[src/hw/rtl/key_value_table_defines.svh]
// assertion helpers for the key/value table
`ifndef KEY_VALUE_TABLE_DEFINES_SVH
`define KEY_VALUE_TABLE_DEFINES_SVH

// same-cycle check: when ante holds, cons holds in that cycle
`define KVT_ASSERT(lbl, ante, cons, msg) \
  lbl: assert property (@(posedge clk) disable iff (rst) (ante) |-> (cons)) \
    else $error(msg);

// next-cycle check: when ante holds, cons holds in the next cycle
`define KVT_ASSERT_NEXT(lbl, ante, cons, msg) \
  lbl: assert property (@(posedge clk) disable iff (rst) (ante) |=> (cons)) \
    else $error(msg);

`endif

[src/hw/rtl/kvt_pkg.sv]
package kvt_pkg;

  // default sizing
  localparam int KVT_ENTRIES    = 16;
  localparam int KVT_KEY_BITS   = 32;
  localparam int KVT_VALUE_BITS = 32;

  // beat field widths
  localparam int FUNC_BITS    = 2;
  localparam int KEY_W        = 32;
  localparam int VALUE_W      = 32;
  localparam int ENTRIES_W    = 5;
  localparam int IN_DATA_W    = KEY_W + VALUE_W;
  localparam int OUT_FIELDS_W = 1 + VALUE_W + 1 + ENTRIES_W;
  localparam int OUT_DATA_W   = ((OUT_FIELDS_W + 7) / 8) * 8;

  // operation codes
  typedef enum logic [FUNC_BITS-1:0] {
    FUNC_ADD    = 2'd0,
    FUNC_REMOVE = 2'd1,
    FUNC_GET    = 2'd2
  } func_t;

endpackage

[src/hw/rtl/key_value_table.sv]
// Bounded table of unique key/value pairs. Each input beat carries one operation in
// s_axis_tuser (add, remove or get) and the key and value in s_axis_tdata; each one
// returns exactly one result beat with the hit and refused flags, the looked-up value
// and the pair count after the operation. Keys and the slot valid bits sit in one
// single-port-read memory, values in a second one. Every operation scans all ENTRIES
// slots through the key memory's read port, one slot per cycle. The result beat is
// built through the scan, update and done states, and a new beat is taken only once
// the last result is loaded into the output register; the next beat is taken while
// the previous result still waits on the output. After reset the block clears the
// valid bits of every slot and holds s_axis_tready low.
`include "key_value_table_defines.svh"

module key_value_table #(
  parameter int ENTRIES    = kvt_pkg::KVT_ENTRIES,
  parameter int KEY_BITS   = kvt_pkg::KVT_KEY_BITS,
  parameter int VALUE_BITS = kvt_pkg::KVT_VALUE_BITS
) (
  input  logic                            clk,
  input  logic                            rst,
  input  logic                            s_axis_tvalid,
  output logic                            s_axis_tready,
  // key [31:0], value [63:32]
  input  logic [kvt_pkg::IN_DATA_W-1:0]   s_axis_tdata,
  // func [1:0]
  input  logic [kvt_pkg::FUNC_BITS-1:0]   s_axis_tuser,
  output logic                            m_axis_tvalid,
  input  logic                            m_axis_tready,
  // hit [0], value_out [32:1], refused [33], entries [38:34], zero fill [39]
  output logic [kvt_pkg::OUT_DATA_W-1:0]  m_axis_tdata
);
  import kvt_pkg::*;

  localparam int AW = $clog2(ENTRIES);
  localparam int CW = $clog2(ENTRIES + 1);
  localparam int TW = KEY_BITS + 1;
  localparam logic [AW-1:0] LAST_SLOT = AW'(ENTRIES - 1);
  localparam logic [CW-1:0] FULL_COUNT = CW'(ENTRIES);

  typedef enum logic [2:0] {
    ST_CLEAR,
    ST_IDLE,
    ST_SCAN,
    ST_UPDATE,
    ST_DONE
  } state_t;

  state_t state;

  // tag memory: valid bit on top of the key
  logic [TW-1:0]         tag_mem [ENTRIES];
  logic [VALUE_BITS-1:0] val_mem [ENTRIES];

  logic [TW-1:0]         tag_q;
  logic [VALUE_BITS-1:0] val_q;

  logic                  tag_re;
  logic                  tag_we;
  logic [AW-1:0]         tag_waddr;
  logic [TW-1:0]         tag_wdata;
  logic                  val_re;
  logic                  val_we;

  // operation and scan registers
  logic [AW-1:0]         addr;
  logic                  issue_done;
  logic                  rd_valid;
  logic                  rd_last;
  logic [AW-1:0]         rd_slot;
  logic [FUNC_BITS-1:0]  op;
  logic [KEY_BITS-1:0]   op_key;
  logic [VALUE_BITS-1:0] op_value;
  logic                  found;
  logic [AW-1:0]         match_slot;
  logic                  free_found;
  logic [AW-1:0]         free_slot;
  logic [CW-1:0]         count;
  logic                  res_hit;
  logic                  res_refused;
  logic                  res_get;
  logic                  tag_hit;

  assign s_axis_tready = (state == ST_IDLE);
  assign tag_hit = tag_q[KEY_BITS] && (tag_q[KEY_BITS-1:0] == op_key);

  // memory port control
  always_comb begin
    tag_re    = (state == ST_SCAN) && !issue_done;
    val_re    = (state == ST_UPDATE);
    tag_we    = 1'b0;
    tag_waddr = addr;
    tag_wdata = '0;
    val_we    = 1'b0;
    case (state)
      ST_CLEAR: begin
        tag_we = 1'b1;
      end
      ST_UPDATE: begin
        if (op == FUNC_ADD && !found && free_found) begin
          tag_we    = 1'b1;
          tag_waddr = free_slot;
          tag_wdata = {1'b1, op_key};
          val_we    = 1'b1;
        end else if (op == FUNC_REMOVE && found) begin
          tag_we    = 1'b1;
          tag_waddr = match_slot;
          tag_wdata = {1'b0, op_key};
        end
      end
      default: begin
      end
    endcase
  end

  // key/valid memory
  always_ff @(posedge clk) begin
    if (tag_we) begin
      tag_mem[tag_waddr] <= tag_wdata;
    end
    if (tag_re) begin
      tag_q <= tag_mem[addr];
    end
  end

  // value memory
  always_ff @(posedge clk) begin
    if (val_we) begin
      val_mem[free_slot] <= op_value;
    end
    if (val_re) begin
      val_q <= val_mem[match_slot];
    end
  end

  // sequencer with output register
  always_ff @(posedge clk) begin
    if (rst) begin
      state         <= ST_CLEAR;
      addr          <= '0;
      issue_done    <= 1'b0;
      rd_valid      <= 1'b0;
      rd_last       <= 1'b0;
      found         <= 1'b0;
      free_found    <= 1'b0;
      count         <= '0;
      m_axis_tvalid <= 1'b0;
    end else begin
      rd_valid <= tag_re;
      rd_last  <= tag_re && (addr == LAST_SLOT);
      if (tag_re) begin
        rd_slot <= addr;
      end
      // result beat taken and no new one loaded this cycle
      if (m_axis_tvalid && m_axis_tready && state != ST_DONE) begin
        m_axis_tvalid <= 1'b0;
      end
      case (state)
        // sweep the valid bits after reset
        ST_CLEAR: begin
          if (addr == LAST_SLOT) begin
            addr  <= '0;
            state <= ST_IDLE;
          end else begin
            addr <= addr + 1'b1;
          end
        end
        // take one operation beat
        ST_IDLE: begin
          if (s_axis_tvalid) begin
            op         <= s_axis_tuser;
            op_key     <= KEY_BITS'(s_axis_tdata[KEY_W-1:0]);
            op_value   <= VALUE_BITS'(s_axis_tdata[IN_DATA_W-1:KEY_W]);
            found      <= 1'b0;
            free_found <= 1'b0;
            addr       <= '0;
            issue_done <= 1'b0;
            state      <= ST_SCAN;
          end
        end
        // read every slot, note the match and the lowest free slot
        ST_SCAN: begin
          if (!issue_done) begin
            if (addr == LAST_SLOT) begin
              addr       <= '0;
              issue_done <= 1'b1;
            end else begin
              addr <= addr + 1'b1;
            end
          end
          if (rd_valid) begin
            if (tag_hit && !found) begin
              found      <= 1'b1;
              match_slot <= rd_slot;
            end
            if (!tag_q[KEY_BITS] && !free_found) begin
              free_found <= 1'b1;
              free_slot  <= rd_slot;
            end
            if (rd_last) begin
              state <= ST_UPDATE;
            end
          end
        end
        // write back and settle the flags
        ST_UPDATE: begin
          res_hit     <= found && (op == FUNC_ADD || op == FUNC_REMOVE || op == FUNC_GET);
          res_refused <= (op == FUNC_ADD) && !found && !free_found;
          res_get     <= (op == FUNC_GET) && found;
          if (op == FUNC_ADD && !found && free_found) begin
            count <= count + 1'b1;
          end else if (op == FUNC_REMOVE && found) begin
            count <= count - 1'b1;
          end
          state <= ST_DONE;
        end
        // load the result beat once the output register is free
        ST_DONE: begin
          if (!m_axis_tvalid || m_axis_tready) begin
            m_axis_tvalid <= 1'b1;
            m_axis_tdata  <= OUT_DATA_W'({
              ENTRIES_W'(count),
              res_refused,
              res_get ? VALUE_W'(val_q) : {VALUE_W{1'b0}},
              res_hit
            });
            state <= ST_IDLE;
          end
        end
        default: begin
          state <= ST_IDLE;
        end
      endcase
    end
  end

  // checks
  `KVT_ASSERT(a_count_bound, 1'b1, count <= FULL_COUNT, "pair count above table size")
  `KVT_ASSERT(a_no_take_in_clear, state == ST_CLEAR, !s_axis_tready,
              "beat taken during the clearing sweep")
  `KVT_ASSERT(a_refuse_when_full,
              state == ST_UPDATE && op == FUNC_ADD && !found && !free_found,
              count == FULL_COUNT, "add refused while the count shows a free slot")
  `KVT_ASSERT(a_flags_exclusive, m_axis_tvalid, !(m_axis_tdata[0] && m_axis_tdata[VALUE_W + 1]),
              "result shows both hit and refused")
  `KVT_ASSERT_NEXT(a_remove_count, state == ST_UPDATE && op == FUNC_REMOVE && found,
                   count == CW'($past(count) - 1'b1), "remove hit did not drop the count")

endmodule
[config.mk]
export PLATFORM = sky130hd
export DESIGN_NAME = key_value_table
export DESIGN_NICKNAME = d
export VERILOG_FILES = /design/src/hw/rtl/kvt_pkg.sv /design/src/hw/rtl/key_value_table.sv
export VERILOG_INCLUDE_DIRS = /design/src /design/src/hw/rtl
export SDC_FILE = /design/constraint.sdc
export NUM_CORES = 1
export LEC_CHECK = 0
export ABC_AREA = 1
export BUFFER_PORTS_ARGS = -buffer_cell sky130_fd_sc_hd__buf_4
export CAP_MARGIN = 25
export CORE_MARGIN = 1.5
export CORE_UTILIZATION = 50
export CTS_BUF_LIST = sky130_fd_sc_hd__clkbuf_4 sky130_fd_sc_hd__clkbuf_8 sky130_fd_sc_hd__clkbuf_16
export CTS_CLUSTER_SIZE = 10
export DETAILED_ROUTE_END_ITERATION = 6
export PLACE_DENSITY = 0.66
export SKIP_LAST_GASP = 1
export SLEW_MARGIN = 5
export SYNTH_ARGS = -nofsm -noshare
export SYNTH_HDL_FRONTEND = slang
export SYNTH_SLANG_ARGS = --single-unit
[constraint.sdc]
create_clock -name clk -period 5.69 [get_ports clk]
set_clock_uncertainty 0.15 [all_clocks]
set_input_delay 1.138 -clock clk [delete_from_list [all_inputs] [get_ports clk]]
set_output_delay 1.138 -clock clk [all_outputs]
set_load 0.005 [all_outputs]
==> impl_metrics.yaml <==
cells_and_area:
  stdcell_count: 4865
  mostFrequentLayoutCells: "edfxtp_1, nor2_1, o21ai_0"
  fin_nets: 3638
  post-route-util: 0.577
  diodes: 0
  syn_to_final_growth_pct: 14.1
  final_layout_size_suffix_gt1_frac: 0.124
  final_common_cell: "edfxtp_1"
detailed_routing:
  routed_wl_um: 118000
  first_pass_iters: 6
  post_drt_wl_per_cell_um: 24.3
  via_per_inst: 5.96
  route.detailed.drc: 0
  vias: 29000
  antenna_left: 0
  first_iter_violations: 3551
placement:
  place_congestion: 0.891
  dp.cells: 4671
  pre_cts_ws_ps: 1430
  post-dp-hpwl_um: 67300
  io_buffers: 110
timing:
  tightest_slew_ps: 1120
  finalCritPeriodShare: 0.748
  drv_slew: 0
  rsz0062_at_grt: "false"
  period_minus_slack_ps: 4250
  setup_ws_ps: 1440
  hold_viol_final: 0
  relSlewSlack: 0.254
  timing.setup.tns_ps: 0
  fmax_mhz: 235
  hold_slack_ps: 291
  setup_violations: 0
grt:
  grt_max_degree: 257
  grt_pass1_vias: 28100
  grt-ovfl-total: 0
  antenna_found_initial: 1
  grt_first_pass_wirelength_um: 176000
  grtUsageTotal: 0.240
clock_network:
  clock_sinks: 1243
  numCtsBuffers: 145
  post_cts_buffers: 0
  cts-hold-fix-buffers: 0
  clockBufferDepth: 3
  clk_latency_ps: 760
  clockRootBuffer: "clkbuf_16"
  tritoncts: "built"
  clk_pin_slew_ps: 50
  cts.repair.resized: 0
  htreeDepth: 4
logic_synthesis:
  synthArstFlopShare: 0
  ys_seq_area_frac: 0.771
  synth_edf_count: 1225
  ys.flop_type: "edfxtp_1"
  ys_warn_count: 0
  syn_area_um2: 48200
  syn_area_per_cell_um2: 14.1
  synthCells: 3426
  yosys_register_bits: 1243
  synthDistinctLibCells: 44
  syn_nets: 3501
setup_path:
  crit_arrival_ps: 4550
  cp-start-kind: "register"
  critPathKind: "reg -> reg"
  cp_max_fo: 35
  critPathRequiredTime_ps: 5990
  r2r-start: "state[1]"
  reg2reg_depth: 9
  rrSetupSlack_ps: 1440
  worstSetupEndpointType: "register"
  r2r_end: "tag_mem[13][7]"
outcome:
  status: "complete, no violations"
pwr:
  powerDensity_nw_per_um2: 359
  p_leak_nw: 17.7
  peakVddDrop_v: 0.000278
hold_path:
  worstHoldPathCells: 0
  min-delay-start: "rd_slot[0]"
  hold_class: "reg -> reg"
  holdPathEnd: "match_slot[0]"
floorplan:
  io_pins: 112
  die_area_um2: 98200
  dieHeight_um: 313
  start_util: 0.506
  rows: 113
  core_um2: 95300
  fp.dieW_um: 313
flow_run:
  max_cap_viol_count: 0
power by group:
part | total (mW) | switching (mW) | internal [mW]
combinational | 1.18 | 0.817 | 0.364
clock | 8.21 | 3.47 | 4.74
sequential | 10.3 | 0.122 | 10.2
worst max-delay path: stages (launching register included):
cell and delay, ps:
dfxtp_1 430, inv_2 110, nor2_8 660, nand3_4 200, nand2_4 230, inv_2 330, nand2_1 340, nand3_2 250
nor2_4 840, buf_4 360
area by class of cell:
cell class,count,area [µm²]
clock buffers,160,3760
flip-flops and latches,1243,37200
well taps,1265,1580
inverters,122,469
repair buffers,196,1790
fillers,7376,40300
clock inverters,24,319
multi-input cells,1855,9890
cells in the mapped netlist, types with 6 or more instances:
cell type / instances / area, µm²
o21ai_1: 6 / 30.0
o221ai_1: 126 / 1100
a21oi_1: 14 / 70.1
o21ai_0: 429 / 2150
clkbuf_1: 130 / 488
o32ai_1: 22 / 193
o211ai_1: 68 / 510
buf_4: 9 / 67.6
nor3_1: 13 / 65.1
o22ai_1: 87 / 544
edfxtp_1: 1225 / 36800
nand4_1: 10 / 62.6
dfxtp_1: 18 / 360
nand3_1: 106 / 531
xnor2_1: 6 / 52.6
buf_2: 46 / 230
mux2i_1: 77 / 771
inv_1: 111 / 417
nor2_1: 618 / 2320
nand2_1: 240 / 901
inv_2: 8 / 30.0
buf_1: 11 / 41.3
state kept, by name, summed over array words and instances, names as in the netlist, 2 cells and up:
register / cells
tag_mem: 528
val_mem: 512
m_axis_tdata: 39
tag_q: 33
op_key: 32
op_value: 32
val_q: 32
count: 5
addr: 4
free_slot: 4
match_slot: 4
rd_slot: 4
state: 3
op: 2
routing by layer:
| metal | up-vias | global-route usage | routed length [µm] |
|---|---|---|---|
| met2 | 1331 | 0.392 | 58200 |
| met5 | - | 0 | 0 |
| li1 | 13000 | - | - |
| met4 | 0 | 0.0937 | 3780 |
| met3 | 233 | 0.0394 | 8620 |
| met1 | 14400 | 0.326 | 47800 |
stage by stage:
stage | power [mW] | area (µm²)
after floorplan | 11.2 | 48200
after global placement | 11.6 | 50400
after detailed placement | 11.7 | 50800
after CTS | 19.8 | 54900
after global routing | 20.3 | 55000
final | 19.7 | 55000
cell families (layout without fill, tap and decap cells):
group / Yosys count / after routing / synth area share
mux: 77 / 77 / 0.0160
flops: 1243 / 1243 / 0.771
simple gates: 1007 / 1007 / 0.0844
compound gates: 757 / 757 / 0.0963
buf+inv: 328 / 502 / 0.0292
fa+ha+maj: 5 / 5 / 0.00145
xor+xnor: 8 / 8 / 0.00145
other cells: 1 / 1 / 0.0000778
worst max path at each step:
stage / start / end / slack, ps / cells after the start
2_1_floorplan: rst / m_axis_tdata[0] / 790 / 2
3_3_place_gp: state[1] / tag_mem[5][23] / 1480 / 9
3_5_place_dp: state[1] / tag_mem[6][14] / 1430 / 9
4_1_cts: state[1] / tag_mem[5][22] / 1380 / 9
5_1_grt: state[1] / tag_mem[13][7] / 1190 / 9
6_report: state[1] / tag_mem[13][7] / 1440 / 9
(Power assumes the default switching activity.)
